<file path="config.mk">
export PLATFORM = sky130hd
export DESIGN_NAME = spanning_tree_bridge_port_update
export DESIGN_NICKNAME = d
export VERILOG_FILES = /design/src/design/stbpu_pkg.sv /design/src/design/stbpu_ram.sv /design/src/design/stbpu_core.sv /design/src/design/spanning_tree_bridge_port_update.sv
export SDC_FILE = /design/constraint.sdc
export NUM_CORES = 1
export LEC_CHECK = 0
export BUFFER_PORTS_ARGS = -buffer_cell sky130_fd_sc_hd__buf_2
export CORE_MARGIN = 10
export CORE_UTILIZATION = 47
export DETAILED_ROUTE_END_ITERATION = 6
export PLACE_DENSITY = 0.69
export SYNTH_ARGS = -nofsm -noshare
export SYNTH_HDL_FRONTEND = slang
export SYNTH_SLANG_ARGS = --single-unit
</file>
<file path="constraint.sdc">
create_clock -name i_clk -period 10.05 [get_ports i_clk]
set_input_delay 0 -clock i_clk [delete_from_list [all_inputs] [get_ports i_clk]]
set_output_delay 0 -clock i_clk [all_outputs]
set_load 0.1 [all_outputs]
</file>
<file path="src/design/stbpu_pkg.sv">
`default_nettype none
// ----------------------------------------------------------------------------
// stbpu_pkg
// Shared types, constants and helper functions for the spanning tree
// bridge port update block.
// ----------------------------------------------------------------------------
package stbpu_pkg;

    // field widths
    localparam int LAN_W       = 3;
    localparam int ID_W        = 8;
    localparam int HOP_W       = 8;
    localparam int LAN_CNT_W   = 4;
    localparam int CFG_IDX_W   = 1;
    localparam int CFG_DATA_W  = 8;

    // emission limit per message and default number of lan slots
    localparam int OUT_LIMIT    = 8;
    localparam int DEF_MAX_LANS = 8;

    // hop count ceiling
    localparam logic [HOP_W-1:0] HOP_MAX = '1;

    // configuration register indexes
    localparam logic [CFG_IDX_W-1:0] CFG_OWN_ID    = 1'b0;
    localparam logic [CFG_IDX_W-1:0] CFG_LAN_COUNT = 1'b1;

    // sequencer states
    typedef enum logic [1:0] {
        ST_IDLE,
        ST_LOOKUP,
        ST_EMIT
    } t_state;

    // comparison outcome
    typedef enum logic [1:0] {
        CMP_NONE   = 2'd0,
        CMP_ROOT   = 2'd1,
        CMP_BRIDGE = 2'd2,
        CMP_HOP    = 2'd3
    } t_cmp;

    // one stored lan entry
    typedef struct packed {
        logic [ID_W-1:0]  root;
        logic [HOP_W-1:0] hop;
        logic             designated;
    } t_lan_entry;

    // one emitted message from the sequencer
    typedef struct packed {
        logic [LAN_W-1:0] lan;
        logic [ID_W-1:0]  root;
        logic [HOP_W-1:0] hop;
        t_cmp             res;
        logic             last;
    } t_emit;

    // saturating hop increment
    function automatic logic [HOP_W-1:0] hop_inc(input logic [HOP_W-1:0] h);
        hop_inc = (h == HOP_MAX) ? HOP_MAX : h + 1'b1;
    endfunction

    // compare received message against a stored one, first match wins
    function automatic t_cmp judge(
        input logic [ID_W-1:0]  s_root,
        input logic [HOP_W-1:0] s_hop,
        input logic [ID_W-1:0]  r_root,
        input logic [HOP_W-1:0] r_hop,
        input logic [ID_W-1:0]  r_sender,
        input logic [ID_W-1:0]  own_id
    );
        priority if (r_root < s_root) begin
            judge = CMP_ROOT;
        end else if (r_root == s_root && r_hop == s_hop && r_sender < own_id) begin
            judge = CMP_BRIDGE;
        end else if (r_root == s_root && r_hop < s_hop) begin
            judge = CMP_HOP;
        end else begin
            judge = CMP_NONE;
        end
    endfunction

endpackage
`default_nettype wire

</file>
<file path="src/design/stbpu_ram.sv">
`default_nettype none
// ----------------------------------------------------------------------------
// stbpu_ram
// Generic single write port, single read port RAM with registered read data.
// ----------------------------------------------------------------------------
module stbpu_ram #(
    parameter int WIDTH = 17,
    parameter int DEPTH = 8,
    localparam int AW   = (DEPTH > 1) ? $clog2(DEPTH) : 1
) (
    input  wire logic             i_clk,
    input  wire logic             i_we,
    input  wire logic [AW-1:0]    i_waddr,
    input  wire logic [WIDTH-1:0] i_wdata,
    input  wire logic             i_re,
    input  wire logic [AW-1:0]    i_raddr,
    output logic      [WIDTH-1:0] o_rdata
);

    logic [WIDTH-1:0] r_mem [DEPTH];

    // write port
    always_ff @(posedge i_clk) begin
        if (i_we) begin
            r_mem[i_waddr] <= i_wdata;
        end
    end

    // registered read port
    always_ff @(posedge i_clk) begin
        if (i_re) begin
            o_rdata <= r_mem[i_raddr];
        end
    end

endmodule
`default_nettype wire

</file>
<file path="src/design/stbpu_core.sv">
`default_nettype none
// ----------------------------------------------------------------------------
// stbpu_core
// Message sequencer: reads the arrival lan entry, compares, updates the bridge
// state and lan table, then walks the lans emitting one message per unskipped lan.
// ----------------------------------------------------------------------------
module stbpu_core #(
    parameter int MAX_LANS = stbpu_pkg::DEF_MAX_LANS
) (
    input  wire logic                            i_clk,
    input  wire logic                            i_rst_n,
    // message input
    input  wire logic                            i_in_valid,
    output logic                                 o_in_ready,
    input  wire logic [stbpu_pkg::LAN_W-1:0]     i_arrival_lan,
    input  wire logic [stbpu_pkg::ID_W-1:0]      i_root_id,
    input  wire logic [stbpu_pkg::HOP_W-1:0]     i_hop_count,
    input  wire logic [stbpu_pkg::ID_W-1:0]      i_sender_id,
    // configuration view
    input  wire logic [stbpu_pkg::ID_W-1:0]      i_own_id,
    input  wire logic                            i_own_wr,
    input  wire logic [stbpu_pkg::ID_W-1:0]      i_own_data,
    input  wire logic [stbpu_pkg::LAN_CNT_W-1:0] i_lan_n,
    // emitted messages
    output logic                                 o_emit_valid,
    input  wire logic                            i_emit_ready,
    output stbpu_pkg::t_emit                     o_emit
);
    import stbpu_pkg::*;

    localparam int AW = (MAX_LANS > 1) ? $clog2(MAX_LANS) : 1;
    localparam int EW = $bits(t_lan_entry);

    // control state
    t_state                r_state, n_state;
    logic                  r_fwd;
    logic                  r_root_flag;
    logic [ID_W-1:0]       r_best_root;
    logic [HOP_W-1:0]      r_best_hop;
    logic [ID_W-1:0]       r_init_root;
    logic [MAX_LANS-1:0]   r_valid;
    logic [LAN_CNT_W-1:0]  r_k;
    logic                  r_sweep;
    logic                  r_arr_ok;
    t_cmp                  r_res;

    // captured message
    logic [LAN_W-1:0]      r_arr;
    logic [ID_W-1:0]       r_root;
    logic [HOP_W-1:0]      r_hop;
    logic [ID_W-1:0]       r_sender;

    // ram interface
    logic                  ram_we;
    logic [AW-1:0]         ram_waddr;
    t_lan_entry            ram_wentry;
    logic                  ram_re;
    logic [EW-1:0]         ram_rdata;
    t_lan_entry            rd_entry;

    // lookup stage signals
    logic                  accept;
    logic                  arr_ok;
    logic [AW-1:0]         arr_idx;
    logic [AW-1:0]         k_idx;
    logic [ID_W-1:0]       ent_root;
    logic [HOP_W-1:0]      ent_hop;
    logic                  ent_des;
    t_cmp                  res_best;
    t_cmp                  res;
    logic                  local_wr;

    // emit stage signals
    logic                  skip;
    logic                  skip_next;
    logic                  last_k;
    logic                  step;
    logic [LAN_CNT_W-1:0]  k_plus1;
    logic [LAN_CNT_W-1:0]  k_plus2;

    stbpu_ram #(
        .WIDTH (EW),
        .DEPTH (MAX_LANS)
    ) u_ram (
        .i_clk   (i_clk),
        .i_we    (ram_we),
        .i_waddr (ram_waddr),
        .i_wdata (ram_wentry),
        .i_re    (ram_re),
        .i_raddr (AW'(i_arrival_lan)),
        .o_rdata (ram_rdata)
    );

    assign rd_entry = t_lan_entry'(ram_rdata);
    assign accept   = i_in_valid && o_in_ready;
    assign arr_idx  = AW'(r_arr);
    assign k_idx    = AW'(r_k);
    assign arr_ok   = {1'b0, r_arr} < i_lan_n;

    // entry never written reads as its reset contents
    always_comb begin
        if (r_valid[arr_idx]) begin
            ent_root = rd_entry.root;
            ent_hop  = rd_entry.hop;
            ent_des  = rd_entry.designated;
        end else begin
            ent_root = r_init_root;
            ent_hop  = '0;
            ent_des  = 1'b1;
        end
    end

    // compare against best message first, then the arrival lan entry
    always_comb begin
        res_best = judge(r_best_root, r_best_hop, r_root, r_hop, r_sender, i_own_id);
        if (res_best == CMP_ROOT) begin
            res = CMP_ROOT;
        end else if (arr_ok) begin
            res = judge(ent_root, ent_hop, r_root, r_hop, r_sender, i_own_id);
        end else begin
            res = CMP_NONE;
        end
    end

    assign local_wr = (res == CMP_BRIDGE || res == CMP_HOP) && !r_root_flag
                      && arr_ok && ent_des;

    // lan walk bookkeeping
    assign k_plus1   = r_k + 1'b1;
    assign k_plus2   = r_k + 2'd2;
    assign skip      = r_fwd && r_arr_ok && (r_k == {1'b0, r_arr});
    assign skip_next = r_fwd && r_arr_ok && (k_plus1 == {1'b0, r_arr});
    assign last_k    = (k_plus1 == i_lan_n);
    assign step      = (r_state == ST_EMIT) && (skip || i_emit_ready);

    // next state
    always_comb begin
        n_state = r_state;
        unique case (r_state)
            ST_IDLE: begin
                if (accept) begin
                    n_state = ST_LOOKUP;
                end
            end
            ST_LOOKUP: begin
                n_state = (i_lan_n == '0) ? ST_IDLE : ST_EMIT;
            end
            ST_EMIT: begin
                if (step && last_k) begin
                    n_state = ST_IDLE;
                end
            end
            default: n_state = ST_IDLE;
        endcase
    end

    // state outputs and ram control
    always_comb begin
        o_in_ready   = 1'b0;
        o_emit_valid = 1'b0;
        ram_re       = 1'b0;
        ram_we       = 1'b0;
        ram_waddr    = arr_idx;
        ram_wentry   = '{root: r_root, hop: hop_inc(r_hop), designated: 1'b0};
        unique case (r_state)
            ST_IDLE: begin
                o_in_ready = 1'b1;
                ram_re     = i_in_valid;
            end
            ST_LOOKUP: begin
                ram_we = local_wr;
            end
            ST_EMIT: begin
                o_emit_valid = !skip;
                ram_we       = r_sweep && step;
                ram_waddr    = k_idx;
                ram_wentry   = '{root: r_best_root, hop: r_best_hop, designated: 1'b1};
            end
            default: begin
                o_in_ready = 1'b0;
            end
        endcase
    end

    // emitted message payload
    always_comb begin
        o_emit.lan  = r_k[LAN_W-1:0];
        o_emit.root = r_fwd ? r_root : r_best_root;
        o_emit.hop  = r_fwd ? hop_inc(r_hop) : r_best_hop;
        o_emit.res  = r_res;
        o_emit.last = last_k || ((k_plus2 == i_lan_n) && skip_next);
    end

    // message capture
    always_ff @(posedge i_clk) begin
        if (accept) begin
            r_arr    <= i_arrival_lan;
            r_root   <= i_root_id;
            r_hop    <= i_hop_count;
            r_sender <= i_sender_id;
        end
    end

    // bridge state and sequencer
    always_ff @(posedge i_clk) begin
        if (!i_rst_n) begin
            r_state     <= ST_IDLE;
            r_fwd       <= 1'b0;
            r_root_flag <= 1'b1;
            r_best_root <= '0;
            r_best_hop  <= '0;
            r_init_root <= '0;
            r_valid     <= '0;
            r_k         <= '0;
            r_sweep     <= 1'b0;
            r_arr_ok    <= 1'b0;
            r_res       <= CMP_NONE;
        end else begin
            r_state <= n_state;
            if (r_state == ST_LOOKUP) begin
                r_res    <= res;
                r_arr_ok <= arr_ok;
                r_k      <= '0;
                r_sweep  <= (res == CMP_ROOT);
                if (res == CMP_ROOT) begin
                    r_fwd       <= 1'b1;
                    r_root_flag <= 1'b0;
                    r_best_root <= r_root;
                    r_best_hop  <= hop_inc(r_hop);
                end
                if (local_wr) begin
                    r_valid[arr_idx] <= 1'b1;
                end
            end else if (step) begin
                r_k <= k_plus1;
                if (r_sweep) begin
                    r_valid[k_idx] <= 1'b1;
                end
            end else if (i_own_wr && r_root_flag) begin
                // own id also reloads best root and lan defaults until a root is adopted
                r_best_root <= i_own_data;
                r_init_root <= i_own_data;
            end
        end
    end

endmodule
`default_nettype wire

</file>
<file path="src/design/spanning_tree_bridge_port_update.sv">
`default_nettype none
// ----------------------------------------------------------------------------
// spanning_tree_bridge_port_update
// Bridge message processing: compare, update lan table, emit per-lan messages.
// ----------------------------------------------------------------------------
// Usage:
//   A received message enters on the input channel (i_in_valid / o_in_ready).
//   For each message the block emits one transaction per attached lan on the
//   output channel (o_out_valid / i_out_ready); in forward mode the arrival
//   lan is skipped, and o_last marks the final transaction of the message.
//   Own id and lan count are written through i_cfg_we with no wait; the user
//   must write only while no message is in flight, as the block has no check.
// Sequence:
//   the accept cycle reads the message's lan entry from the lan table RAM,
//   the lookup state compares and updates, then the lan walk steps one lan
//   per cycle while the output does not stall. The single RAM write port
//   also copies a new root into every lan during the walk, and each result
//   is held in the output register before it reaches the port.
// Reset and stall:
//   synchronous active low reset clears all bridge state; the lan table needs
//   no clearing pass, since per-lan valid flags make unwritten entries read
//   as their reset contents. A stalled receiver holds the output register
//   and freezes the lan walk; the next message is accepted once the walk ends.
// ----------------------------------------------------------------------------
module spanning_tree_bridge_port_update #(
    parameter int MAX_LANS = stbpu_pkg::DEF_MAX_LANS
) (
    input  wire logic                             i_clk,
    input  wire logic                             i_rst_n,
    // message input
    input  wire logic                             i_in_valid,
    output logic                                  o_in_ready,
    input  wire logic [stbpu_pkg::LAN_W-1:0]      i_arrival_lan,
    input  wire logic [stbpu_pkg::ID_W-1:0]       i_root_id,
    input  wire logic [stbpu_pkg::HOP_W-1:0]      i_hop_count,
    input  wire logic [stbpu_pkg::ID_W-1:0]       i_sender_id,
    // message output
    output logic                                  o_out_valid,
    input  wire logic                             i_out_ready,
    output logic      [stbpu_pkg::LAN_W-1:0]      o_out_lan,
    output logic      [stbpu_pkg::ID_W-1:0]       o_out_root,
    output logic      [stbpu_pkg::HOP_W-1:0]      o_out_hop,
    output logic      [stbpu_pkg::ID_W-1:0]       o_out_sender,
    output logic      [1:0]                       o_compare_result,
    output logic                                  o_last,
    // configuration write port
    input  wire logic                             i_cfg_we,
    input  wire logic [stbpu_pkg::CFG_IDX_W-1:0]  i_cfg_index,
    input  wire logic [stbpu_pkg::CFG_DATA_W-1:0] i_cfg_data
);
    import stbpu_pkg::*;

    localparam int LAN_CAP = (MAX_LANS < OUT_LIMIT) ? MAX_LANS : OUT_LIMIT;

    // configuration registers
    logic [ID_W-1:0]      r_own_id;
    logic [LAN_CNT_W-1:0] r_lan_count;
    logic [LAN_CNT_W-1:0] lan_n;
    logic                 own_wr;

    // sequencer to output register
    logic                 emit_valid;
    logic                 emit_ready;
    t_emit                emit;

    // output register
    logic                 r_out_valid;
    t_emit                r_out;
    logic [ID_W-1:0]      r_out_sender;

    // configuration writes
    assign own_wr = i_cfg_we && (i_cfg_index == CFG_OWN_ID);

    always_ff @(posedge i_clk) begin
        if (!i_rst_n) begin
            r_own_id    <= '0;
            r_lan_count <= LAN_CNT_W'(1);
        end else if (i_cfg_we) begin
            unique case (i_cfg_index)
                CFG_OWN_ID:    r_own_id    <= i_cfg_data[ID_W-1:0];
                CFG_LAN_COUNT: r_lan_count <= i_cfg_data[LAN_CNT_W-1:0];
                default:       r_own_id    <= r_own_id;
            endcase
        end
    end

    // effective lan count, clamped to the table size and the emission limit
    assign lan_n = (r_lan_count > LAN_CNT_W'(LAN_CAP)) ? LAN_CNT_W'(LAN_CAP) : r_lan_count;

    stbpu_core #(
        .MAX_LANS (MAX_LANS)
    ) u_core (
        .i_clk         (i_clk),
        .i_rst_n       (i_rst_n),
        .i_in_valid    (i_in_valid),
        .o_in_ready    (o_in_ready),
        .i_arrival_lan (i_arrival_lan),
        .i_root_id     (i_root_id),
        .i_hop_count   (i_hop_count),
        .i_sender_id   (i_sender_id),
        .i_own_id      (r_own_id),
        .i_own_wr      (own_wr),
        .i_own_data    (i_cfg_data[ID_W-1:0]),
        .i_lan_n       (lan_n),
        .o_emit_valid  (emit_valid),
        .i_emit_ready  (emit_ready),
        .o_emit        (emit)
    );

    // output register, refilled in the cycle it is taken
    assign emit_ready = !r_out_valid || i_out_ready;

    always_ff @(posedge i_clk) begin
        if (!i_rst_n) begin
            r_out_valid <= 1'b0;
        end else if (emit_ready) begin
            r_out_valid <= emit_valid;
        end
    end

    always_ff @(posedge i_clk) begin
        if (emit_ready && emit_valid) begin
            r_out        <= emit;
            r_out_sender <= r_own_id;
        end
    end

    assign o_out_valid      = r_out_valid;
    assign o_out_lan        = r_out.lan;
    assign o_out_root       = r_out.root;
    assign o_out_hop        = r_out.hop;
    assign o_out_sender     = r_out_sender;
    assign o_compare_result = r_out.res;
    assign o_last           = r_out.last;

`ifndef SYNTHESIS
    // an accepted message keeps the input closed during compare
    a_busy_after_accept: assert property (@(posedge i_clk) disable iff (!i_rst_n)
        (i_in_valid && o_in_ready) |=> !o_in_ready)
        else $error("input reopened right after a message was accepted");

    // emitted lan stays inside the configured lan count
    a_lan_in_range: assert property (@(posedge i_clk) disable iff (!i_rst_n)
        o_out_valid |-> ({1'b0, o_out_lan} < r_lan_count))
        else $error("emitted lan beyond the configured lan count");

    // every emitted message carries this bridge as sender
    a_sender_own: assert property (@(posedge i_clk) disable iff (!i_rst_n)
        o_out_valid |-> (o_out_sender == r_own_id))
        else $error("emitted sender differs from own bridge id");
`endif

endmodule
`default_nettype wire

</file>
# == Yosys cells after proc, flatten, opt, wreduce, memory -nomap -nowiden ==
# Memories as Yosys holds them, arrays and structs flattened. A register that Yosys moved wholly into a read port is not among the register bits.
# Index checks and enable logic that the tools add are counted.
# op_classes
bitwise,6
n_eq_ne,20
multipliers,0
n_lt_le_gt_ge,11
n_shift,0
n_addsub,3
n_div,0
reduce_logical,42
mux,41
# ops
op,count
8-bit 2-to-1 mux,13
8-bit < comparator,5
8-bit equality test,4
1-bit logical AND,22
2-bit 2-to-1 mux,11
17-bit 2-to-1 mux,1
8-bit bitwise OR,2
1-bit 2-to-1 mux,9
3-bit AND reduction,3
8-bit by 1-bit adder with 8-bit output (second input constant),1
4-bit by 3-bit equality test with 1-bit output,2
4-bit equality test,2
8-bit equality test (second input constant),1
3-bit by 4-bit < comparator with 1-bit output (second input constant),2
2-bit AND reduction,4
1-bit demux with 3-bit select,2
2-bit by 1-bit equality test with 1-bit output (second input constant),3
2-bit equality test (second input constant),3
3-bit by 1-bit greater-or-equal comparator with 1-bit output (second input constant),2
2-bit != test (second input constant),3
2-bit one-hot mux with 3 select lines,1
2-bit nonzero test,3
4-bit by 1-bit adder with 4-bit output (second input constant),1
4-bit by 2-bit adder with 4-bit output (second input constant),1
13 further kinds,22
# word_totals
regBits,114
inputBits,41
elab_cells,148
n_memories,1
mem_bits_ro,0
mem_bits_rw,136
latchBits,0
output_inout_bits,32
# mem_list
memory,depth,word_bits,read_ports,rd_ports_with_merged_regs,write_ports,line,rtl
u_core.u_ram.r_mem,8,17,1,1,1,stbpu_ram.sv:20,logic [WIDTH-1:0] r_mem [DEPTH];

# == Depth between registers and ports, before layout ==
# logic_depth
word_depth,18
ltp_mapped,14
depth_no_buf,10

# == Modules after synthesis ==
# From an unflattened synthesis, not the netlist that was laid out.
# hier_totals
cells_unflattened,815
hier_area_um2,11873.9
# modules_own_cells
module,seq_area_each_um2,area_each_um2,cells_each,instances
stbpu_ram,4594.4,5769.3,227,1
stbpu_core,1691.6,4654.5,498,1
spanning_tree_bridge_port_update,1161.1,1450.1,90,1

# == Worst setup path before layout ==
# Ideal clock, no wire load.
# synth_path
path_kind,register to register
start,register u_core.r_arr[0] (netlist: u_core.arr_idx[0])
end,"memory u_core.u_ram.r_mem[2][0], enable pin"
slack_ns,5.486
stages_incl_launch_ff,13
required_time_ns,9.653
t_arrival_ns,4.167
synth_period_minus_slack_ns,4.564
n_path_buf,3
setup_ns,0.397
cell_sequence,edfxtp_1 buf_6 mux4_2 mux2_2 buf_6 clkbuf_1 mux2i_1 ha_1 nand4_1 or2_2 a2111o_1 a2111o_1 a21oi_1
# synth_via
elab_chain_len,18
elab_cells_between_ends,33
cone_classes,order compare: 3; eq/ne: 5; mux: 14; reduce/logical: 11
# synth_rtl
element,line,rtl
"start, declared",stbpu_core.sv:48,logic [LAN_W-1:0] r_arr;
"start signal, assigned",stbpu_core.sv:197,r_arr <= i_arrival_lan;
1-bit binary-select mux with 3-bit select,stbpu_core.sv:102,if (r_valid[arr_idx]) begin
1-bit 2-to-1 mux (implied by the code),stbpu_core.sv:102,
8-bit 2-to-1 mux,stbpu_core.sv:102,
"8-bit < comparator, or another cell as far along",stbpu_pkg.sv:77,end else if (r_root == s_root && r_hop < s_hop) begin
1-bit logical AND (on tied branches),"stbpu_pkg.sv:77, stbpu_pkg.sv:75",
2-bit 2-to-1 mux / 1-bit logical AND (equally long branches),"stbpu_pkg.sv:77, stbpu_pkg.sv:75",
2-bit 2-to-1 mux,stbpu_pkg.sv:75,end else if (r_root == s_root && r_hop == s_hop && r_sender < own_id) begin
2-bit 2-to-1 mux,stbpu_pkg.sv:73,priority if (r_root < s_root) begin
2-bit 2-to-1 mux,stbpu_core.sv:118,end else if (arr_ok) begin
2-bit 2-to-1 mux,stbpu_core.sv:116,if (res_best == CMP_ROOT) begin
2-bit equality test,stbpu_core.sv:125,assign local_wr = (res == CMP_BRIDGE || res == CMP_HOP) && !r_root_flag
1-bit logical OR,stbpu_core.sv:125,
1-bit logical AND,stbpu_core.sv:125,
1-bit logical AND (2 in series),stbpu_core.sv:126,&& arr_ok && ent_des;
1-bit one-hot mux with 2 select lines,stbpu_core.sv:165,unique case (r_state)
1-bit 2-to-1 mux,stbpu_ram.sv:24,if (i_we) begin
1-bit 2-to-1 mux (implied by the code),stbpu_ram.sv:25,r_mem[i_waddr] <= i_wdata;
"end, declared",stbpu_ram.sv:20,
# Several ways; a longest one is shown, not always the timed one. The select of a mux whose other input is x is not followed.

# == Final worst setup path ==
# layout_path
start,register u_core.r_arr[0] (netlist: u_core.arr_idx[0])
end,"memory u_core.u_ram.r_mem[0][3], enable pin"
# Same word-level chain as after synthesis.

==> results.txt <==
Outcome: finished clean
Post_cts resized: 0
Worst-path clk slew: 0.06 ns
Total grt overflow: 0
Root Buffer: clkbuf_16
CP cell instances: mux4_2 > mux2_2 > mux2_2 > ha_1 > nand4_1 > or2_2 > a2111o_1 > a2111o_1 > a21oi_2
Top cells by area in the synthesized netlist: edfxtp_1, dfxtp_1, mux4_2, ha_1, mux2_2
Worst VDD drop: 0.000125 V
Final clock skew: 0.0102 ns
Post-Syn Nets: 892
Layout cells sized above 1: 0.238
Initial core utilization: 0.479
DP Area: 12300 µm²
WL/cell: 21.0 µm
Sequential area share after synthesis: 0.640
Path type of the worst setup path: reg2reg
Post-Syn Area per Cell: 14.4 µm²
Clock sink count: 267
Fin crit period: 4.90 ns
Post-CTS setup buffers: 0
Worst R2R End: u_core.u_ram.r_mem[0][3]$_DFFE_PP_
Setup slack at placement: 5.12 ns
Final max-slew violation count: 0
Rel. slew slack: 0.230
Design Area, Final: 13800 µm²
Initial antenna violation count: 0
Startpoint Class: flop
CP peak stage delay: 0.91 ns
DRC: 0
Via count: 7157
Switching power: 658 µW
Die W: 177 µm
H-tree levels: 1
Fin crit share: 0.488
GRT busiest layer: met2
Detailed Route WL: 26800 µm
Worst EP required: 10.20 ns
Setup TNS: 0 ns
Switching power share of the total: 0.248
Final setup fails: 0
First-pass GRT wire length: 42500 µm
Total Power: 2650 µW
Commonest non-fill, non-tap cell in the layout: edfxtp_1
Number of synthesis warnings: 0
Static Leakage: 0.00481 µW
Die area: 31500 µm²
Pwr/cell area: 192 nW/µm²
Via-to-Cell Ratio: 5.62
CP endpoint kind: flop
Synth Cell Area: 11600 µm²
GRT Util Overall: 0.170
Post-synth ARST share: 0
Hold_sp: i_arrival_lan[0]
Area leader, netlist: edfxtp_1
P_int: 1990 µW
Core area: 24300 µm²
Antenna viol nets, final: 0
Synth Instances: 810
CTS tree: built
GR Util met3: 0.0287
Port buffer count: 72
Iter 0 DRT Violations: 668
Critical-path top delay cell: a21oi_2
Max FO, Critical Path: 17
Reg2reg start: u_core.arr_idx[0]$_DFFE_PP_
Syn-to-layout area delta: 18.3%
GPL Wtd Cong: 0.855
Vias in the first global route: 7394
Seq pwr share: 0.485
Worst Hold Path EP: u_core.arr_idx[0]$_DFFE_PP_
Max cap viols: 0
Hold_buf cts: 48
N_diodes: 0
Achievable frequency: 0.204 GHz
Clk pwr share: 0.397
Flop and latch count out of synthesis: 267
Die Span Y: 177 µm
Clock Path Buffers: 3
Final-report hold violation count: 0
Drt pass-1 iters: 5
I/O pin total: 73
Synth top area share: 0.542
Tightest Pin Transition: 1.14 ns
R2r setup slk: 5.15 ns
WHS Path Cells: 2
GR Util met1: 0.246
Largest net degree at the start of global routing: 40
Hpwl dp: 18200 µm
Worst Path Arrival: 5.05 ns
Grt met2 use: 0.266
Combinational fraction of design power: 0.118
Hold/Removal Path Class: in2reg
CTS buffer count: 28
RSZ-0062 raised after global routing: false
Post-synth EDFFs: 210
Setup WS post-layout: 5.15 ns
Top FF cell, synth: edfxtp_1
Post-layout net count: 1009
Post-synthesis cell type count: 58
Most frequent cells in the layout: edfxtp_1, buf_2, nand2_1
Num rows: 57
Reg2reg path depth: 9
Worst-Skew Late Latency: 0.53 ns
-- layer usage --
metal  vias up  wire (µm)
met5         -          0
li1       3359          -
met1      3527      12500
met2       241      12200
met4         0        395
met3        30       1620
-- cell families (layout without fill, tap and decap cells) --
logic type                 Yosys count  count (layout)  synth area share
AOI/OAI and AO/OA                  147             147            0.0860
xor gates and xnor gates            14              14            0.0105
adders and majority gates           41              41            0.0441
buffers and inverters               70             209            0.0243
DFF                                267             267             0.640
muxes                               93              93             0.123
and+or+nand+nor                    178             178            0.0727
-- per-stage QoR --
| stage | hold slack, ns | util | instances |
|---|---|---|---|
| 6_report | 0.137 | 0.567 | 1273 |
| 3_5_place_dp | 0.178 | 0.507 | 1173 |
| 5_1_grt | 0.170 | 0.567 | 1273 |
| 2_1_floorplan | 0.0989 | - | 810 |
| 3_3_place_gp | 0.176 | 0.507 | 1173 |
| 4_1_cts | 0.154 | 0.567 | 1273 |
-- worst max-delay path by stage --
stage,startpoint,end,slack (ns),cells past startpoint
finish,u_core.arr_idx[0]$_DFFE_PP_,u_core.u_ram.r_mem[0][3]$_DFFE_PP_,5.15,9
global route,u_core.arr_idx[0]$_DFFE_PP_,u_core.u_ram.r_mem[0][9]$_DFFE_PP_,4.89,10
CTS,u_core.arr_idx[0]$_DFFE_PP_,u_core.u_ram.r_mem[0][2]$_DFFE_PP_,5.11,9
detailed placement,u_core.arr_idx[0]$_DFFE_PP_,u_core.u_ram.r_mem[0][3]$_DFFE_PP_,5.12,9
global placement,u_core.arr_idx[0]$_DFFE_PP_,u_core.u_ram.r_mem[1][5]$_DFFE_PP_,5.23,9
floorplan,u_core.arr_idx[0]$_DFFE_PP_,u_core.u_ram.r_mem[2][0]$_DFFE_PP_,5.49,12
-- cell type report --
type	instances	area [µm²]
clock buffers	41	875
clock inverters	11	92.6
fillers	1877	10500
repair buffers	127	893
flip-flops and latches	267	7450
well taps	324	405
inverters	30	113
multi-input cells	473	3950
-- cells in the mapped netlist (all sizes together) (3+ instances only) --
| master | number |
|---|---|
| a21o | 4 |
| nand3b | 3 |
| mux2i | 17 |
| o21ai | 30 |
| inv | 30 |
| nand2b | 6 |
| mux2 | 40 |
| and3 | 5 |
| a41oi | 4 |
| and2 | 4 |
| xnor2 | 6 |
| mux4 | 36 |
| o21a | 11 |
| nor3 | 7 |
| nand4 | 8 |
| nor2 | 31 |
| a211oi | 3 |
| nand3 | 21 |
| ha | 41 |
| a21oi | 46 |
| a31oi | 7 |
| dfxtp | 57 |
| o221a | 8 |
| a41o | 3 |
| or3 | 7 |
| nor2b | 12 |
| o41ai | 4 |
| buf | 15 |
| edfxtp | 210 |
| nand2 | 67 |
| o211ai | 4 |
| o22ai | 7 |
| clkbuf | 25 |
| xor2 | 8 |
-- critical path: cells and delay by family (launching register included) --
family / cells / cell delay [ns]
and+or+nand+nor: 2 / 0.39
DFF: 1 / 0.53
AOI/OAI and AO/OA: 3 / 1.96
muxes: 3 / 1.34
adders and majority gates: 1 / 0.27
-- registers in the layout, summed over array words and instances, names as in the netlist, 4 cells and up --
name	count
o_out_hop	8
o_out_root	8
o_out_sender	8
r_lan_count	4
r_own_id	8
u_core.r_best_hop	8
u_core.r_best_root	8
u_core.r_hop	8
u_core.r_init_root	8
u_core.r_k	4
u_core.r_root	8
u_core.r_sender	8
u_core.r_valid	8
u_core.u_ram.o_rdata	17
u_core.u_ram.r_mem	136
-- power by group through the flow --
stage               logic [µW]  registers [µW]  clock network [µW]
floorplan                  183            1330                   0
global placement           292            1310                   0
detailed placement         297            1310                   0
CTS                        313            1290                1070
global route               342            1290                1110
finish                     313            1290                1050
(Power assumes the default switching activity.)
